[src/rtl/core/lfps_pkg.sv]
// ----------------------------------------------------------------------------
// lfps_pkg
// Shared types, widths and calibration tables for the line-follow PD
// steering block.
// ----------------------------------------------------------------------------
package lfps_pkg;

  localparam int NUM_LANES           = 8;
  localparam int DEFAULT_NUM_SENSORS = 8;
  localparam int LANE_W              = $clog2(NUM_LANES);

  localparam int SAMPLE_W   = 12;
  localparam int LVL_W      = 12;
  localparam int LMAX_W     = 11;
  localparam int RECIP_W    = 24;
  localparam int RECIP_SH   = 24;
  localparam int NPROD_W    = SAMPLE_W + RECIP_W;
  localparam int X1000_W    = 22;
  localparam int QD_W       = LVL_W + LMAX_W;
  localparam int REM_W      = 24;
  localparam int WEIGHT_W   = 6;
  localparam int WPROD_W    = 19;
  localparam int SUM_W      = 22;
  localparam int COUNT_W    = 4;
  localparam int ERR_W      = 18;
  localparam int DERR_W     = 19;
  localparam int PPROD_W    = 35;
  localparam int DPROD_W    = 36;
  localparam int CORR_W     = 37;
  localparam int WHEEL_W    = 39;
  localparam int FRAC_W     = 16;
  localparam int CFG_DATA_W = 16;
  localparam int CFG_IDX_W  = 3;

  typedef enum logic [1:0] {
    CMD_DRIVE = 2'd0,
    CMD_TURN  = 2'd1,
    CMD_HALT  = 2'd2
  } command_t;

  typedef enum logic [CFG_IDX_W-1:0] {
    CFG_BASE_SPEED     = 3'd0,
    CFG_KP_Q16         = 3'd1,
    CFG_KD_Q16         = 3'd2,
    CFG_HIGH_THRESHOLD = 3'd3,
    CFG_HIGH_COUNT_MIN = 3'd4,
    CFG_TURN_SPEED     = 3'd5
  } cfg_reg_t;

  typedef enum logic [2:0] {
    S_IDLE,
    S_LANE,
    S_DRAIN1,
    S_DRAIN2,
    S_ERR,
    S_MULP,
    S_MULD,
    S_WHEEL
  } ctrl_state_t;

  typedef struct packed {
    logic [SAMPLE_W-1:0] sample_0;
    logic [SAMPLE_W-1:0] sample_1;
    logic [SAMPLE_W-1:0] sample_2;
    logic [SAMPLE_W-1:0] sample_3;
    logic [SAMPLE_W-1:0] sample_4;
    logic [SAMPLE_W-1:0] sample_5;
    logic [SAMPLE_W-1:0] sample_6;
    logic [SAMPLE_W-1:0] sample_7;
  } in_item_t;

  typedef struct packed {
    logic [7:0] left_speed;
    logic       left_reverse;
    logic [7:0] right_speed;
    logic       right_reverse;
    command_t   command;
  } out_item_t;

  typedef struct packed {
    logic              start;
    logic              issue;
    logic [LANE_W-1:0] lane_idx;
    logic              calc_err;
    logic              mul_p;
    logic              mul_d;
    logic              load;
  } dp_cmd_t;

  typedef struct packed {
    logic halted;
  } dp_status_t;

  typedef struct packed {
    logic [7:0] speed;
    logic       rev;
  } wheel_t;

  function automatic logic [SAMPLE_W-1:0] lane_min(input logic [LANE_W-1:0] idx);
    logic [SAMPLE_W-1:0] v;
    case (idx)
      3'd0:    v = 12'd596;
      3'd1:    v = 12'd527;
      3'd2:    v = 12'd573;
      3'd3:    v = 12'd596;
      3'd4:    v = 12'd550;
      3'd5:    v = 12'd573;
      3'd6:    v = 12'd575;
      3'd7:    v = 12'd667;
      default: v = 12'd0;
    endcase
    return v;
  endfunction

  function automatic logic [LMAX_W-1:0] lane_max(input logic [LANE_W-1:0] idx);
    logic [LMAX_W-1:0] v;
    case (idx)
      3'd0:    v = 11'd1802;
      3'd1:    v = 11'd1444;
      3'd2:    v = 11'd1397;
      3'd3:    v = 11'd1113;
      3'd4:    v = 11'd1065;
      3'd5:    v = 11'd1563;
      3'd6:    v = 11'd1224;
      3'd7:    v = 11'd1833;
      default: v = 11'd1;
    endcase
    return v;
  endfunction

  // floor(1000 * 2^24 / lane maximum)
  function automatic logic [RECIP_W-1:0] lane_recip(input logic [LANE_W-1:0] idx);
    logic [RECIP_W-1:0] v;
    case (idx)
      3'd0:    v = 24'd9310330;
      3'd1:    v = 24'd11618570;
      3'd2:    v = 24'd12009460;
      3'd3:    v = 24'd15073868;
      3'd4:    v = 24'd15753254;
      3'd5:    v = 24'd10733983;
      3'd6:    v = 24'd13706875;
      3'd7:    v = 24'd9152872;
      default: v = 24'd0;
    endcase
    return v;
  endfunction

  function automatic logic signed [WEIGHT_W-1:0] weight_out(input logic [LANE_W-1:0] idx);
    logic signed [WEIGHT_W-1:0] v;
    case (idx)
      3'd0:    v = -6'sd15;
      3'd1:    v = -6'sd10;
      3'd2:    v = -6'sd8;
      3'd3:    v = -6'sd11;
      3'd4:    v = 6'sd14;
      3'd5:    v = 6'sd16;
      3'd6:    v = 6'sd18;
      3'd7:    v = 6'sd20;
      default: v = 6'sd0;
    endcase
    return v;
  endfunction

  function automatic logic signed [WEIGHT_W-1:0] weight_ret(input logic [LANE_W-1:0] idx);
    logic signed [WEIGHT_W-1:0] v;
    case (idx)
      3'd0:    v = -6'sd20;
      3'd1:    v = -6'sd18;
      3'd2:    v = -6'sd16;
      3'd3:    v = -6'sd14;
      3'd4:    v = 6'sd11;
      3'd5:    v = 6'sd8;
      3'd6:    v = 6'sd10;
      3'd7:    v = 6'sd15;
      default: v = 6'sd0;
    endcase
    return v;
  endfunction

  // Q16 wheel value to duty and direction: negative speeds with a non-zero
  // integer part are reversed and scaled by 1.5; duty saturates at 255.
  function automatic wheel_t wheel(input logic signed [WHEEL_W-1:0] q);
    logic [WHEEL_W-1:0]        mag;
    logic [WHEEL_W-FRAC_W-1:0] m;
    logic [WHEEL_W-FRAC_W:0]   m15;
    wheel_t                    w;
    mag = q[WHEEL_W-1] ? WHEEL_W'(-q) : WHEEL_W'(q);
    m   = mag[WHEEL_W-1:FRAC_W];
    if (q[WHEEL_W-1] && (m != '0)) begin
      m15   = {1'b0, m} + {2'b0, m[WHEEL_W-FRAC_W-1:1]};
      w.rev = 1'b1;
    end else begin
      m15   = {1'b0, m};
      w.rev = 1'b0;
    end
    w.speed = (m15 > (WHEEL_W-FRAC_W+1)'(255)) ? 8'd255 : m15[7:0];
    return w;
  endfunction

endpackage

[src/rtl/core/line_follow_pd_steering.sv]
// ----------------------------------------------------------------------------
// line_follow_pd_steering
// A new item is taken only once the sequencer is back in idle; the lane
// pipeline takes one lane a cycle, and once halted an item goes straight
// to the wheel stage.
// Reset: synchronous, active high; clears all frame state, loads the default
// configuration and empties the output register.
// ----------------------------------------------------------------------------
module line_follow_pd_steering #(
  parameter int NUM_SENSORS = lfps_pkg::DEFAULT_NUM_SENSORS
) (
  input  logic                            clk,
  input  logic                            rst,
  input  logic                            in_valid,
  output logic                            in_ready,
  input  lfps_pkg::in_item_t              in_data,
  output logic                            out_valid,
  input  logic                            out_ready,
  output lfps_pkg::out_item_t             out_data,
  input  logic                            cfg_write,
  input  logic [lfps_pkg::CFG_IDX_W-1:0]  cfg_index,
  input  logic [lfps_pkg::CFG_DATA_W-1:0] cfg_data
);
  import lfps_pkg::*;

  // The sequencer walks the active lanes through a three-stage normalisation
  // pipeline (offset and reciprocal multiply, remainder correction, weighted
  // accumulate), waits for the pipeline to drain, forms the error and the
  // crossbar decision, then runs the proportional and derivative products one
  // after the other before mapping the correction onto the two wheels.
  //
  // The result sits in an output register. A new item is accepted as soon as
  // the sequencer is back in idle, even while the previous result still waits
  // to be taken; the wheel stage only holds if the register is still full.
  //
  // Once two crossbar events have been seen the block is halted: each item is
  // answered with a halt result straight away and no frame state changes
  // until the next reset.

  dp_cmd_t    cmd;
  dp_status_t status;

  lfps_ctrl #(
    .NUM_SENSORS (NUM_SENSORS)
  ) u_ctrl (
    .clk       (clk),
    .rst       (rst),
    .in_valid  (in_valid),
    .in_ready  (in_ready),
    .out_valid (out_valid),
    .out_ready (out_ready),
    .cmd       (cmd),
    .status    (status)
  );

  lfps_datapath u_datapath (
    .clk       (clk),
    .rst       (rst),
    .cmd       (cmd),
    .status    (status),
    .in_data   (in_data),
    .out_data  (out_data),
    .cfg_write (cfg_write),
    .cfg_index (cfg_index),
    .cfg_data  (cfg_data)
  );

endmodule

[src/rtl/core/lfps_ctrl.sv]
// ----------------------------------------------------------------------------
// lfps_ctrl
// Sequencer: walks the lanes through the datapath, then steps the error,
// gain multiplications and wheel stage, and owns both handshakes.
// ----------------------------------------------------------------------------
module lfps_ctrl #(
  parameter int NUM_SENSORS = lfps_pkg::DEFAULT_NUM_SENSORS
) (
  input  logic                 clk,
  input  logic                 rst,
  input  logic                 in_valid,
  output logic                 in_ready,
  output logic                 out_valid,
  input  logic                 out_ready,
  output lfps_pkg::dp_cmd_t    cmd,
  input  lfps_pkg::dp_status_t status
);
  import lfps_pkg::*;

  ctrl_state_t       state, state_next;
  logic [LANE_W-1:0] lane_cnt;
  logic              lane_last;
  logic              out_free;
  logic              accept;

  assign lane_last = (lane_cnt == LANE_W'(NUM_SENSORS - 1));
  assign out_free  = !out_valid || out_ready;
  assign in_ready  = (state == S_IDLE);
  assign accept    = in_valid && in_ready;

  always_comb begin
    state_next = state;
    unique case (state)
      S_IDLE: begin
        if (in_valid) begin
          state_next = status.halted ? S_WHEEL : S_LANE;
        end
      end
      S_LANE: begin
        if (lane_last) begin
          state_next = S_DRAIN1;
        end
      end
      S_DRAIN1: state_next = S_DRAIN2;
      S_DRAIN2: state_next = S_ERR;
      S_ERR:    state_next = S_MULP;
      S_MULP:   state_next = S_MULD;
      S_MULD:   state_next = S_WHEEL;
      S_WHEEL: begin
        if (out_free) begin
          state_next = S_IDLE;
        end
      end
      default:  state_next = S_IDLE;
    endcase
  end

  always_comb begin
    cmd          = '0;
    cmd.lane_idx = lane_cnt;
    unique case (state)
      S_IDLE:   cmd.start    = in_valid;
      S_LANE:   cmd.issue    = 1'b1;
      S_ERR:    cmd.calc_err = 1'b1;
      S_MULP:   cmd.mul_p    = 1'b1;
      S_MULD:   cmd.mul_d    = 1'b1;
      S_WHEEL:  cmd.load     = out_free;
      default:  cmd          = cmd;
    endcase
  end

  always_ff @(posedge clk) begin
    if (rst) begin
      state     <= S_IDLE;
      lane_cnt  <= '0;
      out_valid <= 1'b0;
    end else begin
      state <= state_next;
      if (accept) begin
        lane_cnt <= '0;
      end else if (state == S_LANE) begin
        lane_cnt <= lane_cnt + LANE_W'(1);
      end
      if (cmd.load) begin
        out_valid <= 1'b1;
      end else if (out_ready) begin
        out_valid <= 1'b0;
      end
    end
  end

`ifndef SYNTHESIS
  a_result_from_wheel: assert property (@(posedge clk) disable iff (rst)
    $rose(out_valid) |-> $past(state) == S_WHEEL)
    else $error("result appeared without a wheel stage");

  a_halted_shortcut: assert property (@(posedge clk) disable iff (rst)
    accept && status.halted |=> state == S_WHEEL)
    else $error("halted item did not go straight to the wheel stage");

  a_lane_walk_ends: assert property (@(posedge clk) disable iff (rst)
    state == S_LANE && lane_last |=> state == S_DRAIN1)
    else $error("lane walk did not end after the last lane");
`endif

endmodule

[src/rtl/core/lfps_datapath.sv]
// ----------------------------------------------------------------------------
// lfps_datapath
// Lane normalisation pipeline, weighted accumulation, crossbar tracking,
// PD correction and wheel mapping, plus the configuration registers.
// ----------------------------------------------------------------------------
module lfps_datapath (
  input  logic                              clk,
  input  logic                              rst,
  input  lfps_pkg::dp_cmd_t                 cmd,
  output lfps_pkg::dp_status_t              status,
  input  lfps_pkg::in_item_t                in_data,
  output lfps_pkg::out_item_t               out_data,
  input  logic                              cfg_write,
  input  logic [lfps_pkg::CFG_IDX_W-1:0]    cfg_index,
  input  logic [lfps_pkg::CFG_DATA_W-1:0]   cfg_data
);
  import lfps_pkg::*;

  // Configuration registers.
  logic [7:0]         base_speed;
  logic [15:0]        kp_q16;
  logic [15:0]        kd_q16;
  logic [11:0]        high_threshold;
  logic [COUNT_W-1:0] high_count_min;
  logic [7:0]         turn_speed;

  // Persistent frame state.
  logic                    prev_frame_high;
  logic                    streak_active;
  logic [1:0]              event_count;
  logic                    return_leg;
  logic signed [ERR_W-1:0] previous_error;
  logic                    halted;

  // Captured frame.
  logic [SAMPLE_W-1:0] samples [NUM_LANES];

  // Stage 1: calibration offset and reciprocal estimate.
  logic [SAMPLE_W-1:0]     sel;
  logic signed [SAMPLE_W:0] adj;
  logic                    adj_pos;
  logic [NPROD_W-1:0]      nprod;
  logic                    s1_valid;
  logic                    s1_pos;
  logic [SAMPLE_W-1:0]     s1_adj;
  logic [LVL_W-1:0]        s1_q0;
  logic [LANE_W-1:0]       s1_lane;

  // Stage 2: remainder correction.
  logic [X1000_W-1:0]      x1000;
  logic [QD_W-1:0]         qd;
  logic signed [REM_W-1:0] rem;
  logic signed [REM_W-1:0] d_ext;
  logic [LVL_W-1:0]        lvl;
  logic                    s2_valid;
  logic                    s2_pos;
  logic [LVL_W-1:0]        s2_lvl;
  logic [LANE_W-1:0]       s2_lane;

  // Stage 3: accumulation.
  logic signed [WEIGHT_W-1:0] w;
  logic signed [WPROD_W-1:0]  wprod;
  logic signed [SUM_W-1:0]    sum;
  logic [COUNT_W-1:0]         count;

  // Error, decision and PD.
  logic signed [SUM_W-1:0]   sum_adj;
  logic                      now_high;
  logic                      xbar_event;
  logic signed [ERR_W-1:0]   err_r;
  logic                      now_high_r;
  logic                      event_r;
  logic                      turn_r;
  logic                      halt_r;
  logic signed [DERR_W-1:0]  derr_r;
  logic signed [PPROD_W-1:0] prod_p;
  logic signed [DPROD_W-1:0] prod_d;
  logic signed [CORR_W-1:0]  corr;
  logic signed [WHEEL_W-1:0] base_q;
  wheel_t                    wl;
  wheel_t                    wr;
  out_item_t                 res;

  assign status.halted = halted;

  always_ff @(posedge clk) begin
    if (rst) begin
      base_speed     <= 8'd25;
      kp_q16         <= 16'd2327;
      kd_q16         <= 16'd11633;
      high_threshold <= 12'd880;
      high_count_min <= 4'd6;
      turn_speed     <= 8'd100;
    end else if (cfg_write) begin
      unique case (cfg_reg_t'(cfg_index))
        CFG_BASE_SPEED:     base_speed     <= cfg_data[7:0];
        CFG_KP_Q16:         kp_q16         <= cfg_data[15:0];
        CFG_KD_Q16:         kd_q16         <= cfg_data[15:0];
        CFG_HIGH_THRESHOLD: high_threshold <= cfg_data[11:0];
        CFG_HIGH_COUNT_MIN: high_count_min <= cfg_data[COUNT_W-1:0];
        CFG_TURN_SPEED:     turn_speed     <= cfg_data[7:0];
        default:            base_speed     <= base_speed;
      endcase
    end
  end

  always_ff @(posedge clk) begin
    if (cmd.start) begin
      samples[0] <= in_data.sample_0;
      samples[1] <= in_data.sample_1;
      samples[2] <= in_data.sample_2;
      samples[3] <= in_data.sample_3;
      samples[4] <= in_data.sample_4;
      samples[5] <= in_data.sample_5;
      samples[6] <= in_data.sample_6;
      samples[7] <= in_data.sample_7;
    end
  end

  // Level = adj * 1000 / max. The reciprocal estimate is within one of the
  // true quotient, and the remainder check in stage 2 settles it.
  assign sel     = samples[cmd.lane_idx];
  assign adj     = $signed({1'b0, sel}) - $signed({1'b0, lane_min(cmd.lane_idx)});
  assign adj_pos = !adj[SAMPLE_W] && (adj != '0);
  assign nprod   = NPROD_W'(adj[SAMPLE_W-1:0]) * NPROD_W'(lane_recip(cmd.lane_idx));

  assign x1000 = X1000_W'(s1_adj) * X1000_W'(1000);
  assign qd    = QD_W'(s1_q0) * QD_W'(lane_max(s1_lane));
  assign rem   = $signed({2'b0, x1000}) - $signed({1'b0, qd});
  assign d_ext = $signed(REM_W'(lane_max(s1_lane)));

  always_comb begin
    if (rem < 0) begin
      lvl = s1_q0 - LVL_W'(1);
    end else if (rem >= d_ext) begin
      lvl = s1_q0 + LVL_W'(1);
    end else begin
      lvl = s1_q0;
    end
  end

  assign w     = return_leg ? weight_ret(s2_lane) : weight_out(s2_lane);
  assign wprod = WPROD_W'($signed({1'b0, s2_lvl})) * WPROD_W'(w);

  always_ff @(posedge clk) begin
    if (rst) begin
      s1_valid <= 1'b0;
      s2_valid <= 1'b0;
    end else begin
      s1_valid <= cmd.issue;
      s2_valid <= s1_valid;
    end
  end

  always_ff @(posedge clk) begin
    s1_pos  <= adj_pos;
    s1_adj  <= adj[SAMPLE_W-1:0];
    s1_q0   <= nprod[RECIP_SH +: LVL_W];
    s1_lane <= cmd.lane_idx;
    s2_pos  <= s1_pos;
    s2_lvl  <= lvl;
    s2_lane <= s1_lane;
    if (cmd.start) begin
      sum   <= '0;
      count <= '0;
    end else if (s2_valid && s2_pos) begin
      sum   <= sum + SUM_W'(wprod);
      count <= count + COUNT_W'(s2_lvl > high_threshold);
    end
  end

  // Division by eight toward zero.
  assign sum_adj    = sum + (sum[SUM_W-1] ? SUM_W'(7) : SUM_W'(0));
  assign now_high   = (count >= high_count_min);
  assign xbar_event = now_high && prev_frame_high && !streak_active;

  always_ff @(posedge clk) begin
    if (cmd.calc_err) begin
      err_r      <= ERR_W'(sum_adj >>> 3);
      now_high_r <= now_high;
      event_r    <= xbar_event;
      turn_r     <= xbar_event && (event_count == 2'd0);
      halt_r     <= xbar_event && (event_count == 2'd1);
    end
    if (cmd.mul_p) begin
      prod_p <= PPROD_W'($signed({1'b0, kp_q16})) * PPROD_W'(err_r);
      derr_r <= event_r ? DERR_W'(0) : (DERR_W'(err_r) - DERR_W'(previous_error));
    end
    if (cmd.mul_d) begin
      prod_d <= DPROD_W'($signed({1'b0, kd_q16})) * DPROD_W'(derr_r);
    end
  end

  assign corr   = CORR_W'(prod_p) + CORR_W'(prod_d);
  assign base_q = $signed({(WHEEL_W-8-FRAC_W)'(0), base_speed, FRAC_W'(0)});
  assign wl     = wheel(base_q - WHEEL_W'(corr));
  assign wr     = wheel(base_q + WHEEL_W'(corr));

  always_comb begin
    if (halted || halt_r) begin
      res = '{left_speed: 8'd0, left_reverse: 1'b0, right_speed: 8'd0,
              right_reverse: 1'b0, command: CMD_HALT};
    end else if (turn_r) begin
      res = '{left_speed: turn_speed, left_reverse: 1'b0, right_speed: turn_speed,
              right_reverse: 1'b1, command: CMD_TURN};
    end else begin
      res = '{left_speed: wl.speed, left_reverse: wl.rev, right_speed: wr.speed,
              right_reverse: wr.rev, command: CMD_DRIVE};
    end
  end

  always_ff @(posedge clk) begin
    if (cmd.load) begin
      out_data <= res;
    end
  end

  always_ff @(posedge clk) begin
    if (rst) begin
      prev_frame_high <= 1'b0;
      streak_active   <= 1'b0;
      event_count     <= 2'd0;
      return_leg      <= 1'b0;
      previous_error  <= '0;
      halted          <= 1'b0;
    end else if (cmd.load && !halted) begin
      if (now_high_r) begin
        if (event_r) begin
          streak_active <= 1'b1;
          event_count   <= event_count + 2'd1;
        end
      end else begin
        streak_active <= 1'b0;
      end
      previous_error <= err_r;
      if (turn_r) begin
        return_leg <= 1'b1;
      end
      if (halt_r) begin
        halted <= 1'b1;
      end
      if (!turn_r && !halt_r) begin
        prev_frame_high <= now_high_r;
      end
    end
  end

`ifndef SYNTHESIS
  a_quotient_estimate: assert property (@(posedge clk) disable iff (rst)
    s1_valid && s1_pos |-> (rem > -d_ext) && (rem < (d_ext <<< 1)))
    else $error("reciprocal estimate off by more than one");

  a_event_range: assert property (@(posedge clk) disable iff (rst)
    event_count != 2'd3)
    else $error("crossbar event count ran past the halt");

  a_halt_state: assert property (@(posedge clk) disable iff (rst)
    halted |-> (event_count == 2'd2) && return_leg)
    else $error("halted without two crossbar events");

  a_halt_output: assert property (@(posedge clk) disable iff (rst)
    cmd.load && halted |=> out_data.command == CMD_HALT)
    else $error("halted block gave a non-halt result");
`endif

endmodule

[config.mk]
export PLATFORM = sky130hd
export DESIGN_NAME = line_follow_pd_steering
export DESIGN_NICKNAME = d
export VERILOG_FILES = /design/src/rtl/core/lfps_pkg.sv /design/src/rtl/core/line_follow_pd_steering.sv /design/src/rtl/core/lfps_ctrl.sv /design/src/rtl/core/lfps_datapath.sv
export SDC_FILE = /design/constraint.sdc
export NUM_CORES = 2
export LEC_CHECK = 0
export CORE_MARGIN = 2
export CORE_UTILIZATION = 60
export DETAILED_ROUTE_END_ITERATION = 16
export DONT_BUFFER_PORTS = 1
export MAX_ROUTING_LAYER = met4
export PLACE_DENSITY = 0.78
export SYNTH_ARGS = -nofsm -noshare
export SYNTH_HDL_FRONTEND = slang
export SYNTH_SLANG_ARGS = --single-unit
export TNS_END_PERCENT = 20
[constraint.sdc]
create_clock -name clk -period 12.2 [get_ports clk]
set_input_delay 2.44 -clock clk [delete_from_list [all_inputs] [get_ports clk]]
set_output_delay 2.44 -clock clk [all_outputs]
set_load 0.01 [all_outputs]
==> run summary <==
Outcome - finished, final reports clean
Initial DRC count - 3453
Initial DRT Pass Iterations - 6
CP dominant cell by count - a21oi_1
Overall routing resource usage - 31.1%
Residual DRC - 0
Crit. End Element - flop
Worst Path Max Fanout - 12
# hold bufs at CTS - 0
Largest net degree at the start of global routing - 90
Commonest non-fill, non-tap cell in the layout - inv_1
Final hold violation count - 0
Worst-margin pin slew - 1260 ps
Max-slew violations - 0
Delay of the slowest cell on the worst path - 650 ps
Clk sinks - 444
Starting Density - 60.7%
Max-cap violations - 0
First-pass GRT wire length - 267000 um
Mean Syn Cell Area - 9.23 sq um
Filler Cell Count - 8612
Commonest cells after routing, fill and taps aside - 1358 x inv_1, 1028 x fa_1, 961 x nand2_1
Area leader, netlist - fa_1
Setup TNS - 0 ps
CTS tree - built
Syn Inst Count - 7064
Slowest stage cell, crit path - nor3_1
Worst slew margin - 15.7%
TritonCTS buffer count - 52
Final #Nets - 8654
Tmin final - 11090 ps
Crit Path Class - flop to flop
Die width - 334 um
Buffers added on ports - 0
Area contributors post-synth - fa_1 32%, ha_1 12%, edfxtp_1 11%
Ys flop type - edfxtp_1
WL final - 162000 um
Layout cell share with drive strength beyond 1 - 3.67%
Async S/R FF share, synth - 0%
Htree depth - 2
DR vias - 48200
Synthesized area - 65200 sq um
Clk buf depth - 3
Core outline area - 107000 sq um
FF+latch count, synth - 444
DPL Wire Length - 128000 um
DIE AREA - 111000 sq um
Nature of the critical path startpoint - flop
Register area - 11200 sq um
RSZ-0062 raised after global routing - false
Vias in the first global route - 51300
Hold WC Path Type - flop to flop
Number of cell rows - 120
Post-CTS setup buffers - 0
CTS root buf - clkbuf_16
Total I/O pin count - 142
Setup Skew - 55.8 ps
GRT overflow - 0
Final period util - 90.9%
Post-synth EDFFs - 228
Final ANT Viol Nets - 0
Clock slew at reported path FFs - 60 ps
Final setup violation count - 0
Fmax - 0.0902 GHz
Die span in y - 334 um
Area growth from synthesis to layout - 4.50%
Clk_lat worst skew - 680 ps
CP arrival - 11440 ps
Initial antenna violation count - 4
Multi-input gate area - 48000 sq um
Post-synthesis sequential area ratio - 17.1%
WP data required - 12550 ps
Yosys Warn Count - 0
Share of the synthesized area in the top cell type - 31.6%
Post-synth cell types - 120
Vias per cell - 5.77
DR WL/cell - 19.4 um
GPL Wtd Cong - 0.939
Post-CTS Resized - 0
## cell families after synthesis
family	share of synthesized area [%]
fa+ha+maj	43.2
buf+inv	9.47
other cells	0.0115
flops	17.1
mux	1.58
compound gates	9.16
simple gates	15.2
xor+xnor	4.21
## stage by stage
stage                     instances  hold slack (ps)  util [%]  setup WS (ps)  area (sq um)
final                          8352              400      63.5           1110         68100
after global routing           8351              403      63.5            255         68100
after CTS                      8347              398      63.4           1240         68100
after detailed placement       8250              390      61.8           1330         66300
after global placement         8250              392      61.8           1590         66300
after floorplan                7074              310         -           2420         65200
## flip-flops by register name (all words and copies together), names as in the netlist, 16 cells and up, named ones only
signal                     flops
u_datapath.derr_r             19
u_datapath.kd_q16             16
u_datapath.prod_p             35
u_datapath.kp_q16             16
u_datapath.prod_d             36
u_datapath.samples            96
u_datapath.out_data           20
u_datapath.sum                22
u_datapath.previous_error     18
u_datapath.err_r              18
## cell usage after synthesis, drive strengths merged, types with 8 or more instances
cell     number
a2111oi      10
a211o         9
a211oi       24
a21boi       26
a21o         91
a21oi       297
a22oi         8
a31o          8
a31oi        42
a41o          8
a41oi         9
and2        383
and3         33
buf          23
clkbuf      239
clkinv        8
dfxtp       216
edfxtp      228
fa         1028
ha          605
inv        1361
mux2         16
mux2i        31
mux4         24
nand2       962
nand2b       49
nand3        64
nand3b       26
nand4        32
nor2        279
nor2b        65
nor3         85
nor4         16
o2111ai       9
o211ai       21
o21a         33
o21ai       143
o21bai       70
o22ai         8
o31ai        12
or2          20
or3          27
or4           8
xnor2       245
xor2         62
## layer usage
layer  global-route usage (%)  share of wire (%)
met1                     37.2                 39
met2                     51.2                 48
met3                     5.60                8.0
met4                     14.4                5.3
met5                        -                  0
## worst paths after layout
kind / startpoint / end / slack, ps / cells after the start
worst max-delay path: u_datapath.prod_d[0] / u_datapath.out_data[5] / 1110 / 42
worst min-delay path: u_datapath.s1_pos / u_datapath.s2_pos / 400 / 0
worst max register to register: u_datapath.prod_d[0] / u_datapath.out_data[5] / 1110 / 42
worst min register to register: u_datapath.s1_pos / u_datapath.s2_pos / 400 / 0
## worst max-delay path, delay by kind of cell, from the launching register on
kind / cells / cell delay, ps
compound gates: 30 / 6590
xor+xnor: 2 / 380
fa+ha+maj: 5 / 1810
flops: 1 / 370
simple gates: 5 / 1620
## final cells by class
type / instances / area share (%)
multi-input cells: 4999 / 70.4
flip-flops and latches: 444 / 16.4
inverters: 1369 / 7.54
well taps: 1403 / 2.58
clock buffers: 64 / 2.06
clock inverters: 33 / 0.601
repair buffers: 35 / 0.386
diodes: 5 / 0.0184
Power is left out: the tool's default activity adds up to more than one toggle a clock period on the data nets, which glitch-free logic cannot reach.
